## src/rtl/brw_pkg.sv

```systemverilog
// ----------------------------------------------------------------------------
// brw_pkg
// Shared constants, types and the arctangent table for the waypoint
// bearing/range core.
// ----------------------------------------------------------------------------
package brw_pkg;

    // CORDIC iteration count, 8 to 24
    localparam int CORDIC_STEPS = 16;
    localparam int TABLE_LEN    = 24;
    localparam int TAB_IDX_W    = $clog2(TABLE_LEN);

    // Integer square root: 2*65535^2 < 2^33, so the root has 17 bits
    localparam int SQRT_BITS    = 17;

    localparam int N_STAGES     = (CORDIC_STEPS > SQRT_BITS) ? CORDIC_STEPS : SQRT_BITS;
    localparam int STEP_W       = $clog2(N_STAGES);

    // Field and datapath widths
    localparam int COORD_W      = 16;
    localparam int ANG_IN_W     = 16;
    localparam int D_W          = COORD_W + 1;      // coordinate difference
    localparam int MAG_W        = COORD_W;          // |difference| <= 65535
    localparam int SQ_W         = 2 * MAG_W;        // one square
    localparam int REM_W        = SQ_W + 2;         // sum of squares / remainder
    localparam int CAND_W       = REM_W + 2;        // square root trial value
    localparam int ROOT_W       = SQRT_BITS;
    localparam int XY_W         = 32;               // CORDIC x/y
    localparam int Z_W          = 26;               // angle, 1/65536 degree
    localparam int ATAN_W       = 22;
    localparam int HS_W         = ANG_IN_W + 1;     // heading + offset
    localparam int ROUND_SH     = 9;                // 1/65536 -> 1/128 degree
    localparam int ROUND_BIAS   = 256;
    localparam int BRG_FULL_W   = Z_W - ROUND_SH;
    localparam int BRG_W        = 16;
    localparam int TURN_W       = 18;
    localparam int DIST_W       = 17;
    localparam int XY_SCALE_SH  = 12;               // coordinates times 4096
    localparam int HALF_TURN    = 180 * 65536;
    localparam int BEARING_MAX  = 23040;

    localparam int IN_DATA_W    = 6 * COORD_W;
    localparam int OUT_FIELDS_W = TURN_W + DIST_W;
    localparam int OUT_DATA_W   = ((OUT_FIELDS_W + 7) / 8) * 8;

    // atan(2^-i) in degrees times 65536
    localparam logic [ATAN_W-1:0] ATAN_TAB [TABLE_LEN] = '{
        22'd2949120, 22'd1740967, 22'd919879, 22'd466945, 22'd234379, 22'd117304,
        22'd58666,   22'd29335,   22'd14668,  22'd7334,   22'd3667,   22'd1833,
        22'd917,     22'd458,     22'd229,    22'd115,    22'd57,     22'd29,
        22'd14,      22'd7,       22'd4,      22'd2,      22'd1,      22'd0
    };

    function automatic logic [ATAN_W-1:0] atan_q16(input logic [TAB_IDX_W-1:0] idx);
        logic [ATAN_W-1:0] val;
        val = '0;
        if (32'(idx) < TABLE_LEN) begin
            val = ATAN_TAB[idx];
        end
        return val;
    endfunction

    // Work carried down the shared CORDIC / square root pipeline
    typedef struct packed {
        logic signed [XY_W-1:0] x;
        logic signed [XY_W-1:0] y;
        logic signed [Z_W-1:0]  z;
        logic [REM_W-1:0]       rem;
        logic [ROOT_W-1:0]      root;
        logic signed [HS_W-1:0] hs;
        logic                   zero;
    } t_work;

endpackage

```

## src/rtl/brw_front.sv

```systemverilog
// ----------------------------------------------------------------------------
// brw_front
// Three-stage front end: coordinate differences, squares and CORDIC
// pre-rotation, then the sum of squares.
// ----------------------------------------------------------------------------
module brw_front (
    input  logic                              i_clk,
    input  logic                              i_rst_n,
    input  logic                              i_en,
    input  logic                              i_valid,
    input  logic [brw_pkg::IN_DATA_W-1:0]     i_data,
    output logic                              o_valid,
    output brw_pkg::t_work                    o_work
);

    localparam int CW = brw_pkg::COORD_W;

    logic signed [CW-1:0] sx, sy, ex, ey, hd, ofs;

    assign sx  = i_data[0*CW +: CW];
    assign sy  = i_data[1*CW +: CW];
    assign ex  = i_data[2*CW +: CW];
    assign ey  = i_data[3*CW +: CW];
    assign hd  = i_data[4*CW +: CW];
    assign ofs = i_data[5*CW +: CW];

    // ---- stage A: differences ----
    logic                               r_a_valid;
    logic signed [brw_pkg::D_W-1:0]     r_a_dx, r_a_dy, n_a_dx, n_a_dy;
    logic signed [brw_pkg::HS_W-1:0]    r_a_hs, n_a_hs;

    always_comb begin
        n_a_dx = brw_pkg::D_W'(ex) - brw_pkg::D_W'(sx);
        n_a_dy = brw_pkg::D_W'(ey) - brw_pkg::D_W'(sy);
        n_a_hs = brw_pkg::HS_W'(hd) + brw_pkg::HS_W'(ofs);
    end

    // ---- stage B: squares, left-half-plane flip ----
    logic                               r_b_valid;
    logic [brw_pkg::SQ_W-1:0]           r_b_sqx, r_b_sqy, n_b_sqx, n_b_sqy;
    logic signed [brw_pkg::XY_W-1:0]    r_b_x, r_b_y, n_b_x, n_b_y;
    logic signed [brw_pkg::Z_W-1:0]     r_b_z, n_b_z;
    logic signed [brw_pkg::HS_W-1:0]    r_b_hs;
    logic                               r_b_zero, n_b_zero;

    logic signed [brw_pkg::D_W-1:0]     fx, fy;
    logic [brw_pkg::MAG_W-1:0]          mag_x, mag_y;

    always_comb begin
        fx = r_a_dx[brw_pkg::D_W-1] ? -r_a_dx : r_a_dx;
        fy = r_a_dx[brw_pkg::D_W-1] ? -r_a_dy : r_a_dy;
        mag_x = fx[brw_pkg::MAG_W-1:0];
        mag_y = r_a_dy[brw_pkg::D_W-1] ? brw_pkg::MAG_W'(-r_a_dy)
                                       : r_a_dy[brw_pkg::MAG_W-1:0];
        n_b_sqx = mag_x * mag_x;
        n_b_sqy = mag_y * mag_y;
        n_b_x   = brw_pkg::XY_W'(fx) <<< brw_pkg::XY_SCALE_SH;
        n_b_y   = brw_pkg::XY_W'(fy) <<< brw_pkg::XY_SCALE_SH;
        if (!r_a_dx[brw_pkg::D_W-1]) begin
            n_b_z = '0;
        end else if (!r_a_dy[brw_pkg::D_W-1]) begin
            n_b_z = brw_pkg::Z_W'(brw_pkg::HALF_TURN);
        end else begin
            n_b_z = -brw_pkg::Z_W'(brw_pkg::HALF_TURN);
        end
        n_b_zero = (r_a_dx == '0) && (r_a_dy == '0);
    end

    // ---- stage C: sum of squares ----
    logic                               r_c_valid;
    brw_pkg::t_work                     r_c_work, n_c_work;

    always_comb begin
        n_c_work.x    = r_b_x;
        n_c_work.y    = r_b_y;
        n_c_work.z    = r_b_z;
        n_c_work.rem  = brw_pkg::REM_W'(r_b_sqx) + brw_pkg::REM_W'(r_b_sqy);
        n_c_work.root = '0;
        n_c_work.hs   = r_b_hs;
        n_c_work.zero = r_b_zero;
    end

    always_ff @(posedge i_clk) begin
        if (!i_rst_n) begin
            r_a_valid <= 1'b0;
            r_b_valid <= 1'b0;
            r_c_valid <= 1'b0;
        end else if (i_en) begin
            r_a_valid <= i_valid;
            r_b_valid <= r_a_valid;
            r_c_valid <= r_b_valid;
        end
    end

    always_ff @(posedge i_clk) begin
        if (i_en) begin
            r_a_dx   <= n_a_dx;
            r_a_dy   <= n_a_dy;
            r_a_hs   <= n_a_hs;
            r_b_sqx  <= n_b_sqx;
            r_b_sqy  <= n_b_sqy;
            r_b_x    <= n_b_x;
            r_b_y    <= n_b_y;
            r_b_z    <= n_b_z;
            r_b_hs   <= r_a_hs;
            r_b_zero <= n_b_zero;
            r_c_work <= n_c_work;
        end
    end

    assign o_valid = r_c_valid;
    assign o_work  = r_c_work;

endmodule

```

## config.mk

```make
export PLATFORM = sky130hd
export DESIGN_NAME = brw_front
export DESIGN_NICKNAME = d
export VERILOG_FILES = /design/src/rtl/brw_pkg.sv /design/src/rtl/brw_front.sv
export SDC_FILE = /design/constraint.sdc
export NUM_CORES = 1
export LEC_CHECK = 0
export BUFFER_PORTS_ARGS = -buffer_cell sky130_fd_sc_hd__buf_4
export CELL_PAD_IN_SITES_DETAIL_PLACEMENT = 2
export CELL_PAD_IN_SITES_GLOBAL_PLACEMENT = 2
export CORE_MARGIN = 5
export CORE_UTILIZATION = 40
export DETAILED_ROUTE_END_ITERATION = 6
export PLACE_DENSITY_LB_ADDON = 0.05
export SYNTH_ARGS = -nofsm -noshare
export SYNTH_HDL_FRONTEND = slang
export SYNTH_SLANG_ARGS = --single-unit
```

## constraint.sdc

```tcl
create_clock -name i_clk -period 9.77 [get_ports i_clk]
set_input_delay 0 -clock i_clk [delete_from_list [all_inputs] [get_ports i_clk]]
set_output_delay 0 -clock i_clk [all_outputs]
set_load 0.01 [all_outputs]
```

==> flow_summary.json <==
{
  "status": "completed",
  "r2r_cells": 29,
  "hold_depth": 5,
  "die_h_um": 269.8,
  "synth_edf_count": 254,
  "r2r_start": "r_a_dy[0]",
  "r2r_end": "r_b_sqy[28]",
  "yosysSeqAreaShare_pct": 28.48,
  "slew_viol_final": 0,
  "fill_cells": 7048,
  "gp_routability_congestion": 0.8634,
  "cts_buffer_depth": 3,
  "synth_cells": 2648,
  "drt_drc_violations_left": 0,
  "hp-start": "i_data[5]",
  "coreArea_mm2": 0.06704,
  "dp_hpwl_um": 64400,
  "clk_latency_ns": 0.58,
  "crit_start": "r_a_dy[0]",
  "numCtsBuffers": 36,
  "rows": 95,
  "fmax_mhz": 112.6,
  "synth_cell_types": 81,
  "worstPathMaxFanout": 8,
  "worstMarginPinSlew_ns": 1.111,
  "antenna_found_initial": 1,
  "ys_ff_latch": 257,
  "relSlewSlack_pct": 25.46,
  "fin_nets": 3650,
  "fp.dieArea_mm2": 0.07277,
  "path_buf_inv": 7,
  "vias_per_cell": 5.054,
  "clk_pin_slew_ns": 0.07,
  "period_share_pct": 90.88,
  "cts_setup_buffers": 0,
  "ff2ff_setup_slack_ns": 0.89,
  "syn_area_mm2": 0.02699,
  "io-pin-count": 260,
  "ys.flop_type": "edfxtp_1",
  "drtIter0Drc": 806,
  "grt_pass1_wl_um": 127400,
  "tritoncts": "done",
  "dieWidth_um": 269.8,
  "cts.sinks": 257,
  "drv_cap": 0,
  "final_common_cell": "inv_1",
  "hold_class": "input port to register",
  "clock_skew_ns": 0.01969,
  "yosys_warnings": 0,
  "portBuffers": 199,
  "hold_viol": 0,
  "worstSetupStartpointType": "register",
  "vias": 19450,
  "slowest_stage": "o31ai_1",
  "max_stage_delay_ns": 0.57,
  "syn_avg_cell_area_um2": 10.19,
  "ant_nets": 0,
  "overflow": 0,
  "rsz0062_at_grt": "no",
  "grt_max_degree": 165,
  "synthArstFlopShare_pct": 0,
  "layout-drive-gt1-share_pct": 11.80,
  "dr.pass1.iters": 4,
  "start_util_pct": 40.26,
  "tns_ns": 0,
  "cts_root_buf": "clkbuf_16",
  "final_cell_mix": "inv_1 (539), fa_1 (329), ha_1 (274), edfxtp_1 (254), buf_4 (238)",
  "min_to": "r_a_dx[5]",
  "htree_levels": 2,
  "area_growth_pct": 16.42,
  "cp_top_family": "adder cells",
  "drt-total-wl_um": 79670,
  "post_drt_wl_per_cell_um": 20.70,
  "fin_crit_ns": 8.879,
  "cp.required_ns": 10.10,
  "setup_viol": 0,
  "grt_pass1_vias": 23440,
  "critPathKind": "register to register",
  "end_kind": "register",
  "track_usage_pct": 22.02,
  "worstPathArrival_ns": 9.21
}
-- worst max path at each step --
stage / to / slack [ns] / depth (start not counted)
floorplan: r_b_sqy[28] / 1.59 / 31
global placement: r_b_sqy[31] / 1.34 / 29
detailed placement: r_b_sqy[28] / 1.0 / 29
CTS: r_b_sqy[31] / 0.94 / 28
global route: r_b_sqy[31] / 0.61 / 28
finish: r_b_sqy[28] / 0.89 / 29
-- through the flow --
step           setup WS, ns  util [%]  cell area (um2)  std cells  hold WS, ns
2_1_floorplan         1.592         -            27210       2707       0.1125
4_1_cts              0.9397     46.87            31420       3848     0.001640
3_3_place_gp          1.345     43.87            29410       3706       0.2317
5_1_grt              0.6098     46.87            31420       3848      0.03022
6_report             0.8906     46.87            31420       3849      0.02984
3_5_place_dp         0.9964     43.87            29410       3706       0.2484
-- cells by family (layout without fill, tap and decap cells) --
logic type	after synthesis	in the layout	share of synthesized area, %
buffers and inverters	676	944	10.48
adder cells (fa/ha/maj)	603	603	37.11
AND/OR/NAND/NOR	601	601	9.837
AO/OA/AOI/OAI	340	340	8.270
flip-flops	257	257	28.48
XOR/XNOR	166	166	5.665
multiplexers	4	4	0.1484
other	1	61	0.01389
-- routing by layer --
metal / track usage, % / routed length [um] / up-vias / part of all wire [%]
met5: 0 / 0 / - / 0
met4: 4.512 / 1562 / 0 / 2.0
met3: 5.654 / 4640 / 91 / 5.8
met2: 40.53 / 41260 / 338 / 52
met1: 26.05 / 32210 / 10010 / 40
li1: - / - / 9011 / -
-- final cells by class --
type	count	area, um2	share of cell area (%)
Antenna cell	1	2.502	0.007964
Clock buffer	39	912.1	2.903
Clock inverter	27	339.1	1.079
Inverter	562	2110	6.714
Multi-Input combinational cell	1774	16700	53.14
Sequential cell	257	7687	24.47
Tap cell	873	1092	3.476
Timing Repair Buffer	316	2582	8.219
-- worst min-delay path, delay by kind of cell --
family / cells / cell delay [ns]
fa+ha+maj: 1 / 0.18
buf+inv: 2 / 0.17
simple gates: 2 / 0.13
-- Yosys cell counts, types with 44 or more instances --
master / number / area (um2)
fa_1: 329 / 6586
ha_1: 274 / 3428
xor2_1: 46 / 402.9
a21o_1: 44 / 330.3
xnor2_1: 113 / 989.7
buf_4: 72 / 540.5
nor2_1: 222 / 833.3
nand2_1: 218 / 818.3
inv_1: 539 / 2023
a21oi_1: 95 / 475.5
o21ai_0: 60 / 300.3
edfxtp_1: 254 / 7627
-- flip-flops by register name, summed over array words and instances, names as in the netlist --
register,cells
o_valid,1
o_work,88
r_a_dx,17
r_a_dy,17
r_a_hs,17
r_a_valid,1
r_b_hs,17
r_b_sqx,31
r_b_sqy,31
r_b_valid,1
r_b_x,16
r_b_y,16
r_b_z,3
r_b_zero,1
-- timing repair --
action | CTS | global route
hold buffers | 76 | 0
endpoints found under the hold margin | 49 | 0
gates resized for setup | 0 | 0
setup endpoints to repair | 0 | 0
Power is not shown: default switching activity piles up to over one toggle a cycle in this logic, so the estimate is an artifact.
