==> src/rtl/brw_pkg.sv <==
// ----------------------------------------------------------------------------
// brw_pkg
// Shared constants, types and the arctangent table for the waypoint
// bearing/range core.
// ----------------------------------------------------------------------------
package brw_pkg;

    // CORDIC iteration count, 8 to 24
    localparam int CORDIC_STEPS = 16;
    localparam int TABLE_LEN    = 24;
    localparam int TAB_IDX_W    = $clog2(TABLE_LEN);

    // Integer square root: 2*65535^2 < 2^33, so the root has 17 bits
    localparam int SQRT_BITS    = 17;

    localparam int N_STAGES     = (CORDIC_STEPS > SQRT_BITS) ? CORDIC_STEPS : SQRT_BITS;
    localparam int STEP_W       = $clog2(N_STAGES);

    // Field and datapath widths
    localparam int COORD_W      = 16;
    localparam int ANG_IN_W     = 16;
    localparam int D_W          = COORD_W + 1;      // coordinate difference
    localparam int MAG_W        = COORD_W;          // |difference| <= 65535
    localparam int SQ_W         = 2 * MAG_W;        // one square
    localparam int REM_W        = SQ_W + 2;         // sum of squares / remainder
    localparam int CAND_W       = REM_W + 2;        // square root trial value
    localparam int ROOT_W       = SQRT_BITS;
    localparam int XY_W         = 32;               // CORDIC x/y
    localparam int Z_W          = 26;               // angle, 1/65536 degree
    localparam int ATAN_W       = 22;
    localparam int HS_W         = ANG_IN_W + 1;     // heading + offset
    localparam int ROUND_SH     = 9;                // 1/65536 -> 1/128 degree
    localparam int ROUND_BIAS   = 256;
    localparam int BRG_FULL_W   = Z_W - ROUND_SH;
    localparam int BRG_W        = 16;
    localparam int TURN_W       = 18;
    localparam int DIST_W       = 17;
    localparam int XY_SCALE_SH  = 12;               // coordinates times 4096
    localparam int HALF_TURN    = 180 * 65536;
    localparam int BEARING_MAX  = 23040;

    localparam int IN_DATA_W    = 6 * COORD_W;
    localparam int OUT_FIELDS_W = TURN_W + DIST_W;
    localparam int OUT_DATA_W   = ((OUT_FIELDS_W + 7) / 8) * 8;

    // atan(2^-i) in degrees times 65536
    localparam logic [ATAN_W-1:0] ATAN_TAB [TABLE_LEN] = '{
        22'd2949120, 22'd1740967, 22'd919879, 22'd466945, 22'd234379, 22'd117304,
        22'd58666,   22'd29335,   22'd14668,  22'd7334,   22'd3667,   22'd1833,
        22'd917,     22'd458,     22'd229,    22'd115,    22'd57,     22'd29,
        22'd14,      22'd7,       22'd4,      22'd2,      22'd1,      22'd0
    };

    function automatic logic [ATAN_W-1:0] atan_q16(input logic [TAB_IDX_W-1:0] idx);
        logic [ATAN_W-1:0] val;
        val = '0;
        if (32'(idx) < TABLE_LEN) begin
            val = ATAN_TAB[idx];
        end
        return val;
    endfunction

    // Work carried down the shared CORDIC / square root pipeline
    typedef struct packed {
        logic signed [XY_W-1:0] x;
        logic signed [XY_W-1:0] y;
        logic signed [Z_W-1:0]  z;
        logic [REM_W-1:0]       rem;
        logic [ROOT_W-1:0]      root;
        logic signed [HS_W-1:0] hs;
        logic                   zero;
    } t_work;

endpackage

==> src/rtl/brw_finish.sv <==
// ----------------------------------------------------------------------------
// brw_finish
// Bearing rounding and clamp, root rounding, heading subtraction, and the
// output register with a one-entry skid buffer.
// ----------------------------------------------------------------------------
module brw_finish (
    input  logic                              i_clk,
    input  logic                              i_rst_n,
    input  logic                              i_valid,
    input  brw_pkg::t_work                    i_work,
    output logic                              o_en,
    output logic                              o_m_tvalid,
    input  logic                              i_m_tready,
    output logic [brw_pkg::OUT_DATA_W-1:0]    o_m_tdata,
    output logic                              o_m_tuser
);

    // ---- rounding stage ----
    logic                                 r_r_valid;
    logic signed [brw_pkg::BRG_W-1:0]     r_r_bear, n_r_bear;
    logic [brw_pkg::DIST_W-1:0]           r_r_dist, n_r_dist;
    logic signed [brw_pkg::HS_W-1:0]      r_r_hs;
    logic                                 r_r_zero;

    logic signed [brw_pkg::Z_W-1:0]        z_biased;
    logic signed [brw_pkg::BRG_FULL_W-1:0] brg_full;
    logic                                  rem_gt;

    always_comb begin
        z_biased = i_work.z + brw_pkg::Z_W'(brw_pkg::ROUND_BIAS);
        brg_full = brw_pkg::BRG_FULL_W'(z_biased >>> brw_pkg::ROUND_SH);
        if (brg_full <= -brw_pkg::BEARING_MAX || brg_full > brw_pkg::BEARING_MAX) begin
            n_r_bear = brw_pkg::BRG_W'(brw_pkg::BEARING_MAX);
        end else begin
            n_r_bear = brw_pkg::BRG_W'(brg_full);
        end
        // round half up: n - r^2 > r
        rem_gt   = i_work.rem > brw_pkg::REM_W'(i_work.root);
        n_r_dist = i_work.root + brw_pkg::DIST_W'(rem_gt);
    end

    // ---- output register and skid ----
    logic                                 r_out_valid, n_out_valid;
    logic                                 r_skid_valid, n_skid_valid;
    logic signed [brw_pkg::TURN_W-1:0]    r_out_turn, n_out_turn, r_skid_turn, n_skid_turn;
    logic [brw_pkg::DIST_W-1:0]           r_out_dist, n_out_dist, r_skid_dist, n_skid_dist;
    logic                                 r_out_zero, n_out_zero, r_skid_zero, n_skid_zero;

    logic                                 en, deliver, out_free;
    logic signed [brw_pkg::TURN_W-1:0]    res_turn;
    logic [brw_pkg::DIST_W-1:0]           res_dist;

    assign en       = !r_skid_valid;
    assign deliver  = en && r_r_valid;
    assign out_free = !r_out_valid || i_m_tready;

    always_comb begin
        res_turn = r_r_zero ? '0
                 : brw_pkg::TURN_W'(r_r_bear) - brw_pkg::TURN_W'(r_r_hs);
        res_dist = r_r_zero ? '0 : r_r_dist;

        n_out_valid  = r_out_valid && !i_m_tready;
        n_out_turn   = r_out_turn;
        n_out_dist   = r_out_dist;
        n_out_zero   = r_out_zero;
        n_skid_valid = r_skid_valid;
        n_skid_turn  = r_skid_turn;
        n_skid_dist  = r_skid_dist;
        n_skid_zero  = r_skid_zero;

        if (r_skid_valid) begin
            if (out_free) begin
                n_out_valid  = 1'b1;
                n_out_turn   = r_skid_turn;
                n_out_dist   = r_skid_dist;
                n_out_zero   = r_skid_zero;
                n_skid_valid = 1'b0;
            end
        end else if (deliver) begin
            if (out_free) begin
                n_out_valid = 1'b1;
                n_out_turn  = res_turn;
                n_out_dist  = res_dist;
                n_out_zero  = r_r_zero;
            end else begin
                n_skid_valid = 1'b1;
                n_skid_turn  = res_turn;
                n_skid_dist  = res_dist;
                n_skid_zero  = r_r_zero;
            end
        end
    end

    always_ff @(posedge i_clk) begin
        if (!i_rst_n) begin
            r_r_valid    <= 1'b0;
            r_out_valid  <= 1'b0;
            r_skid_valid <= 1'b0;
        end else begin
            if (en) begin
                r_r_valid <= i_valid;
            end
            r_out_valid  <= n_out_valid;
            r_skid_valid <= n_skid_valid;
        end
    end

    always_ff @(posedge i_clk) begin
        if (en) begin
            r_r_bear <= n_r_bear;
            r_r_dist <= n_r_dist;
            r_r_hs   <= i_work.hs;
            r_r_zero <= i_work.zero;
        end
        r_out_turn  <= n_out_turn;
        r_out_dist  <= n_out_dist;
        r_out_zero  <= n_out_zero;
        r_skid_turn <= n_skid_turn;
        r_skid_dist <= n_skid_dist;
        r_skid_zero <= n_skid_zero;
    end

    assign o_en       = en;
    assign o_m_tvalid = r_out_valid;
    assign o_m_tdata  = brw_pkg::OUT_DATA_W'({r_out_dist, r_out_turn});
    assign o_m_tuser  = r_out_zero;

    // skid only ever holds a second result behind a full output register
    a_skid_behind_out: assert property (@(posedge i_clk) disable iff (!i_rst_n)
        r_skid_valid |-> r_out_valid)
        else $error("skid buffer full while output register empty");

    a_no_skid_after_empty: assert property (@(posedge i_clk) disable iff (!i_rst_n)
        !r_out_valid |=> !r_skid_valid)
        else $error("skid filled although output register was free");

    a_bearing_range: assert property (@(posedge i_clk) disable iff (!i_rst_n)
        r_r_valid |-> (r_r_bear > -brw_pkg::BEARING_MAX && r_r_bear <= brw_pkg::BEARING_MAX))
        else $error("bearing outside half-open half-turn range");

    a_zero_fields: assert property (@(posedge i_clk) disable iff (!i_rst_n)
        (r_out_valid && r_out_zero) |-> (r_out_turn == '0 && r_out_dist == '0))
        else $error("zero-length result with nonzero fields");

endmodule

==> config.mk <==
export PLATFORM = sky130hd
export DESIGN_NAME = brw_finish
export DESIGN_NICKNAME = d
export VERILOG_FILES = /design/src/rtl/brw_pkg.sv /design/src/rtl/brw_finish.sv
export SDC_FILE = /design/constraint.sdc
export NUM_CORES = 1
export LEC_CHECK = 0
export BUFFER_PORTS_ARGS = -buffer_cell sky130_fd_sc_hd__buf_2
export CAP_MARGIN = 40
export CORE_MARGIN = 2
export CORE_UTILIZATION = 52
export DETAILED_ROUTE_END_ITERATION = 8
export PLACE_DENSITY_LB_ADDON = 0.2
export SYNTH_ARGS = -nofsm -noshare
export SYNTH_HDL_FRONTEND = slang
export SYNTH_SLANG_ARGS = --single-unit
==> constraint.sdc <==
create_clock -name i_clk -period 4.3 [get_ports i_clk]
set_clock_uncertainty 0.1 [all_clocks]
set_input_delay 0.215 -clock i_clk [delete_from_list [all_inputs] [get_ports i_clk]]
set_output_delay 0.215 -clock i_clk [all_outputs]
set_load 0.01 [all_outputs]
==> results of run 1 <==
## report_power, final
group / switching [mW] / total [mW] / leakage [nW] / internal [mW]
Combinational: 0.229 / 0.425 / 1.93 / 0.196
Sequential: 0.0213 / 1.45 / 1.25 / 1.43
Clock: 0.466 / 1.36 / 0.277 / 0.895
## stage by stage
stage	cell area (µm²)	setup WS [ns]	hold slack [ns]	power [mW]	std cells
final	8360	0.719	0.0294	3.23	902
after CTS	8360	0.711	0.0180	3.26	902
after global routing	8360	0.471	0.0361	3.37	902
after floorplan	6820	0.379	0.214	1.74	571
after global placement	7570	0.545	0.292	1.86	850
after detailed placement	7590	0.490	0.293	1.88	851
## routing by layer
metal,wire [µm],part of all wire,vias up
met5,0,0,-
met4,242,0.019,0
met3,646,0.050,21
met2,5660,0.44,159
met1,6260,0.49,2120
li1,-,-,2384
## repair_timing
| action | CTS | global route |
|---|---|---|
| endpoints found under the hold margin | 21 | 0 |
| hold buffers | 20 | 0 |
| buffers inserted | 0 | 0 |
## cells in the mapped netlist, drive strengths merged (2+ instances only)
cell type and number:
nand4 10, clkbuf 10, dfxtp 3, nor3 12, nand2b 10, nand3b 3, a31o 2, xor2 11
a211oi 2, buf 15, and3 6, o21ai 10, or3 6, edfxtp 123, a211o 2, mux2i 2
a31oi 3, a2111oi 2, nand2 29, nor2b 22, nor3b 4, nor2 39, or2 6, mux2 25
a311o 2, ha 37, o22ai 3, o31ai 11, nand3 13, a32oi 2, a2111o 2, nor4 6
inv 40, a21oi 26, xnor2 35, a21o 14, o21a 4
## kinds of logic after synthesis
logic type / after synthesis / synth area share
other cells: 1 / 0.000551
simple gates: 170 / 0.135
xor+xnor: 46 / 0.0592
fa+ha+maj: 38 / 0.0710
buf+inv: 65 / 0.0419
compound gates: 94 / 0.0962
flops: 126 / 0.552
mux: 27 / 0.0443
## path summary, 6_finish.rpt
path               endpoint  slack [ns]  cells after the start
min reg2reg       o_m_tuser        0.42                      2
max reg2reg  r_out_turn[14]        0.72                     12
max          r_out_turn[14]        0.72                     12
min            r_r_dist[15]        0.03                      2
## layout make-up
type,instances,area [µm²]
clock buffers,21,440
clock inverters,10,121
fillers,978,4370
inverters,40,150
multi-input cells,380,2790
flip-flops and latches,126,3750
well taps,172,215
repair buffers,153,891
## sequential cells by signal, indices dropped and copies added, names as in the netlist
register and flops:
r_r_bear 16, r_skid_dist 17, o_m_tuser 1, r_r_dist 17
o_m_tvalid 1, r_r_valid 1, r_out_dist 17, r_skid_valid 1
r_r_zero 1, r_r_hs 17, r_skid_zero 1, r_skid_turn 18
r_out_turn 18
## worst max-delay path, cell delays in order (launching register included)
cell       delay (ns)
edfxtp_1         0.36
inv_1            0.07
ha_1             0.15
inv_1            0.05
fa_1             0.39
a21o_1           0.17
a21o_1           0.21
a2111oi_0        0.61
o31ai_1          0.27
a2111o_1         0.44
o311ai_1         0.09
xor2_1           0.27
o31ai_1          0.09
==> flow_metrics.tcl, run 1 <==
set metrics [dict create \
    layout_commonest_cell "buf_2" \
    antenna_found_initial 0 \
    grt_pass1_wl_um 20900 \
    powerDensity_nw_per_um2 387 \
    syn_to_final_growth_pct 22.8 \
    grt-ovfl-total 0 \
    synthArstFlopShare 0 \
    dieArea_um2 14000 \
    io_buffers 128 \
    slew_headroom 0.457 \
    viasPerCell 5.19 \
    crit_path_end_kind "flop" \
    dp_hpwl_um 9410 \
    ys_ff_latch 126 \
    worstMarginPinSlew_ns 0.813 \
    start_kind "flop" \
    syn_area_um2 6800 \
    core_um2 12700 \
    gr-usage-met1 0.262 \
    fin_crit_sh 0.833 \
    h-tree-depth 4 \
    wl_per_cell_um 14.2 \
    leakage_nw 3.45 \
    max-cap-violations 0 \
    n_antenna_cell 0 \
    finalCriticalPeriod_ns 3.58 \
    cts_tree "built" \
    cts_buffers 17 \
    synth_edf_count 123 \
    ir_drop_mv 0.338 \
    grt_busiest_layer "met2" \
    grt_usage 0.186 \
    hp-start "i_work[33]" \
    use_met3 0.0420 \
    final_cell_mix "128 x buf_2, 123 x edfxtp_1, 39 x nor2_1, 39 x inv_1, 37 x ha_1" \
    drt-total-wl_um 12800 \
    ys.flop_type "edfxtp_1" \
    hold_path.class "input port to flop" \
    globalplace.congestion 0.924 \
    setup_tns_ns 0 \
    synth_top_cell_by_area "edfxtp_1" \
    worstSetupPathType "flop to flop" \
    cts_sinks 126 \
    dieHeight_um 118 \
    finish.net_count 919 \
    use_met2 0.280 \
    synth.avg_cell_area_um2 12.0 \
    yosysWarnings 0 \
    synth_cell_types 61 \
    cp.arrival_ns 3.61 \
    seq_area_frac_synth 0.552 \
    clockBufferDepth 2 \
    drc_errors 0 \
    hold_viol_final 0 \
    synth_top_area_share 0.543 \
    fp-row-count 41 \
    grt_max_degree 38 \
    r2r_start "r_r_bear[0]" \
    cts_root_buf "clkbuf_16" \
    final_util 0.657 \
    required_ns 4.33 \
    clk_pin_slew_ns 0.05 \
    netlist_instances 567 \
    die_w_um 118 \
    setup_viol 0 \
    ctsResizeCount 0 \
    drt_iter0_drc 269 \
    crit_fanout 4 \
    grt_pass1_vias 4461 \
    ant_nets 0 \
    critPathLaunch "r_r_bear[0]" \
    synth.area.top_cells "edfxtp_1 54%, ha_1 6.8%, xnor2_1 4.5%, mux2_2 4.1%, inv_1 2.2%" \
    drive_above_1_share 0.271 \
    slew_violations 0 \
    pin_count 206 \
    outcome "completed" \
    clk_latency_ns 0.41 \
    max_clock_freq_mhz 279 \
    first_pass_iters 5 \
    initial_core_util 0.535 \
    rsz0062_at_grt "false" \
    num_vias 4684 \
]
(Power assumes the default switching activity.)
==> run 2, diff against run 1 <==
clock period = 3.65 ns   (was 4.3 ns; I/O delays follow)
==> flow_metrics.tcl, run 2 (synthesis results as in run 1) <==
set metrics [dict create \
    num_vias 4678 \
    dp.cells 853 \
    grt_usage 0.189 \
    grt_max_degree 54 \
    dieHeight_um 118 \
    drt_iter0_drc 359 \
    powerDensity_nw_per_um2 456 \
    cts_sinks 126 \
    drive_above_1_share 0.278 \
    worstMarginPinSlew_ns 0.859 \
    cts_setup_buffers 0 \
    antenna_found_initial 0 \
    die_w_um 118 \
    r2r_start "r_r_bear[0]" \
    io_buffers 128 \
    finalNonFillerCells 909 \
    critPathLaunch "r_r_bear[0]" \
    globalplace.congestion 0.924 \
    ant_nets 0 \
    rsz0062_at_grt "false" \
    fin_crit_sh 0.937 \
    first_pass_iters 4 \
    n_antenna_cell 0 \
    cp.arrival_ns 3.45 \
    clockBufferDepth 2 \
    dp_hpwl_um 9240 \
    ir_drop_mv 0.288 \
    reg_top3 "r_out_turn: 18 flops, r_skid_turn: 18 flops" \
    final_util 0.665 \
    h-tree-depth 4 \
    required_ns 3.68 \
    pin_count 206 \
    fp-row-count 41 \
    path_cells "inv_1 -> ha_1 -> inv_1 -> fa_1 -> a21o_1 -> a21o_1 -> a2111oi_1 -> o31ai_1 -> a2111o_1 -> o311ai_1 -> xor2_1 -> o31ai_1" \
    grt_pass1_vias 4375 \
    slew_headroom 0.426 \
    cts_buffers 17 \
    slew_violations 0 \
    syn_to_final_growth_pct 24.3 \
    grt-ovfl-total 0 \
    hold_viol_final 0 \
    worst_path_largest_cell_delay_ns 0.53 \
    outcome "completed" \
    finish.net_count 925 \
    clk_latency_ns 0.41 \
    cts_root_buf "clkbuf_16" \
    final_cell_mix "128 x buf_2, 123 x edfxtp_1, 39 x nor2_1, 39 x inv_1, 37 x ha_1" \
    leakage_nw 3.49 \
    hp-start "i_work[21]" \
    setup_viol 0 \
    drc_errors 0 \
    finalCriticalPeriod_ns 3.42 \
    setup_tns_ns 0 \
    start_kind "flop" \
    clk_pin_slew_ns 0.06 \
    initial_core_util 0.535 \
    critical_path.top_delay_family "compound AO/OA/AOI/OAI gates" \
    layout_commonest_cell "buf_2" \
    viasPerCell 5.15 \
    cp_slowest_cell "a2111oi_1" \
    max_clock_freq_mhz 293 \
    crit_fanout 3 \
    worstSetupPathType "flop to flop" \
    drt-total-wl_um 13000 \
    hold_path.class "input port to flop" \
    cts_tree "built" \
    crit_path_end_kind "flop" \
    core_um2 12700 \
    dieArea_um2 14000 \
    wl_per_cell_um 14.3 \
    grt_pass1_wl_um 21000 \
    max-cap-violations 0 \
    crit_buf_inv 2 \
]
run 2: cell count changes in the layout (fill, tap and decap cells not counted), sizes merged:
cell / before / now
clkinvlp: 0 / 2
clkinv: 7 / 2
bufinv: 3 / 2
clkbuf: 21 / 26
buf: 133 / 135
dlygate4sd3: 20 / 24
run 2: report_power, final:
group          switching (mW)  total (mW)  internal, mW
Combinational           0.272       0.508         0.236
Clock                   0.568        1.64          1.07
Sequential             0.0250        1.71          1.68
run 2: worst paths after layout:
| check | end | slack [ns] | cells past startpoint |
|---|---|---|---|
| max reg2reg | r_out_turn[14] | 0.23 | 12 |
| min | r_r_dist[3] | 0.02 | 2 |
| max | r_out_turn[14] | 0.23 | 12 |
| min reg2reg | o_m_tuser | 0.42 | 2 |
run 2: layer usage:
layer  up-vias  part of all wire  global-route usage
met5         -                 0                   0
met4         0             0.015              0.0781
met3        17             0.049              0.0405
met2       144              0.44               0.273
met1      2129              0.50               0.277
li1       2388                 -                   -
run 2: through the flow:
stage	worst slack, ns	area [µm²]	hold WS [ns]	power (mW)
floorplan	0.249	6820	0.181	2.06
global placement	0.204	7620	0.259	2.20
detailed placement	0.124	7620	0.261	2.22
CTS	0.122	8440	0.00123	3.88
global route	0.0379	8450	0.0148	4.01
finish	0.231	8450	0.0171	3.86
run 2: cell type report:
type	instances	area (µm²)
Fill cell	974	4270
Clock inverter	6	85.1
Inverter	40	150
Clock buffer	26	499
Timing Repair Buffer	159	946
Tap cell	172	215
Sequential cell	126	3750
Multi-Input combinational cell	380	2810
run 2: repair_timing:
action	CTS	global route
hold endpoints to repair	25	0
gates resized for setup	0	3
hold buffers	24	0
setup endpoints to repair	0	5
==> run 3, diff against run 2 <==
CORE_MARGIN = not set   (was 2)
CORE_UTILIZATION = 47   (was 52)
clock period = 2.95 ns   (was 3.65 ns; I/O delays follow)
==> flow_metrics.tcl, run 3 (synthesis results as in run 1) <==
set metrics [dict create \
    outcome "finished, violations left" \
    violations "setup timing" \
    hold_path.class "input port to flop" \
    first_pass_iters 5 \
    drt_iter0_drc 318 \
    h-tree-depth 4 \
    cts_tree "built" \
    syn_to_final_growth_pct 31.6 \
    max_clock_freq_mhz 336 \
    required_ns 3.00 \
    leakage_nw 3.73 \
    finalCriticalPeriod_ns 2.98 \
    cts_buffers 17 \
    grt_usage 0.187 \
    viasPerCell 5.04 \
    finish.net_count 964 \
    setup_tns_ns -0.0538 \
    cts_root_buf "clkbuf_16" \
    crit_buf_inv 3 \
    worstSetupPathType "flop to flop" \
    core_um2 14000 \
    critical_path.top_delay_family "compound AO/OA/AOI/OAI gates" \
    clk_pin_slew_ns 0.06 \
    hold_viol_final 0 \
    design_area_um2 8960 \
    grt_max_degree 58 \
    drc_errors 0 \
    path_cells "inv_1 -> ha_2 -> inv_2 -> fa_2 -> a21o_1 -> a21o_1 -> a2111oi_4 -> o31ai_2 -> buf_4 -> a31oi_4 -> xor2_1 -> nor2_1 -> mux2_4" \
    cp.arrival_ns 3.03 \
    clk_latency_ns 0.41 \
    max-cap-violations 0 \
    worstMarginPinSlew_ns 0.918 \
    postPlaceCellArea_um2 7940 \
    multi_input_comb_area_um2 2980 \
    powerDensity_nw_per_um2 549 \
    grt_pass1_vias 4507 \
    ir_drop_mv 0.411 \
    wl_per_cell_um 14.2 \
    crit_fanout 3 \
    drive_above_1_share 0.344 \
    fp-row-count 43 \
    final_cell_mix "126 x buf_2, 123 x edfxtp_1, 47 x buf_4, 39 x nor2_1, 38 x inv_1" \
    ant_nets 0 \
    start_kind "flop" \
    post-layout-total-power_mw 4.92 \
    dieHeight_um 122 \
    die_w_um 122 \
    antenna_found_initial 0 \
    rsz0062_at_grt "true" \
    io_buffers 128 \
    cpMostUsedCell "a21o_1" \
    drt-total-wl_um 13600 \
    layout_commonest_cell "buf_2" \
    grt_pass1_wl_um 21500 \
    timing.final.ws_setup_ns -0.0282 \
    globalplace.congestion 0.849 \
    setup_viol 3 \
    reg_top3 "r_out_turn: 18 flops, r_skid_turn: 18 flops" \
    clockBufferDepth 2 \
    n_antenna_cell 0 \
    pin_count 206 \
    register_area_um2 3750 \
    cp_slowest_cell "edfxtp_1" \
    dieArea_um2 15000 \
    worst_path_largest_cell_delay_ns 0.36 \
    initial_core_util 0.486 \
    slew_violations 0 \
    crit_path_end_kind "flop" \
    grt-ovfl-total 0 \
    fin_crit_sh 1.01 \
    num_vias 4814 \
    cts_sinks 126 \
    n_fill_cell 1100 \
    dp_hpwl_um 9900 \
    slew_headroom 0.387 \
]
## run 3: cell count changes in the layout (fill, tap and decap cells not counted), moves of 5 or more
cell / previous run / this run
buf_4: 6 / 47
a21oi_2: 1 / 6
a21oi_1: 25 / 20
ha_4: 0 / 5
ha_1: 37 / 30
## run 3: power breakdown
part | internal (mW) | switching, mW
logic | 0.348 | 0.367
registers | 2.08 | 0.0302
clock network | 1.37 | 0.720
## run 3: final timing paths
kind | start | to | slack [ns] | cells after the start
max | r_r_bear[0] | r_out_turn[16] | -0.03 | 13
max reg2reg | r_r_bear[0] | r_out_turn[16] | -0.03 | 13
min reg2reg | r_skid_zero | o_m_tuser | 0.42 | 2
min | i_work[84] | r_r_bear[6] | 0.04 | 3
## run 3: layout make-up
class | count | share of cell area
multi-input combinational | 380 | 0.332
clock inverter | 10 | 0.0154
tap | 180 | 0.0251
sequential | 126 | 0.419
timing repair buffer | 198 | 0.140
inverter | 40 | 0.0168
clock buffer | 22 | 0.0518
## run 3: per-stage QoR
| step | std cells | util | setup slack, ns | hold WS, ns |
|---|---|---|---|---|
| final | 956 | 0.640 | -0.0282 | 0.0350 |
| after global routing | 956 | 0.640 | -0.186 | 0.0392 |
| after CTS | 952 | 0.631 | -0.125 | 0.0235 |
| after detailed placement | 895 | 0.567 | -0.232 | 0.226 |
| after global placement | 895 | 0.567 | -0.169 | 0.225 |
| after floorplan | 571 | - | 0.0282 | 0.146 |
## run 3: what timing repair did
| item | in CTS | in global routing |
|---|---|---|
| resized for setup | 9 | 19 |
| hold buffers | 23 | 0 |
| hold endpoints to repair | 24 | 0 |
| setup buffers | 2 | 5 |
| setup endpoints to repair | 5 | 10 |
| pin swaps | 9 | 32 |
## run 3: worst reg2reg max path: cells and delay by family (launching register included)
kind            cells  cell delay, ns
xor+xnor            1            0.16
buf+inv             3            0.29
fa+ha+maj           2            0.53
mux                 1            0.26
flops               1            0.36
compound gates      5            0.96
simple gates        1            0.07
## run 3: metal layers
metal | global-route usage | part of all wire | vias up
li1 | - | - | 2464
met1 | 0.266 | 0.49 | 2206
met2 | 0.279 | 0.45 | 131
met3 | 0.0465 | 0.043 | 13
met4 | 0.0595 | 0.011 | 0
met5 | 0 | 0 | -
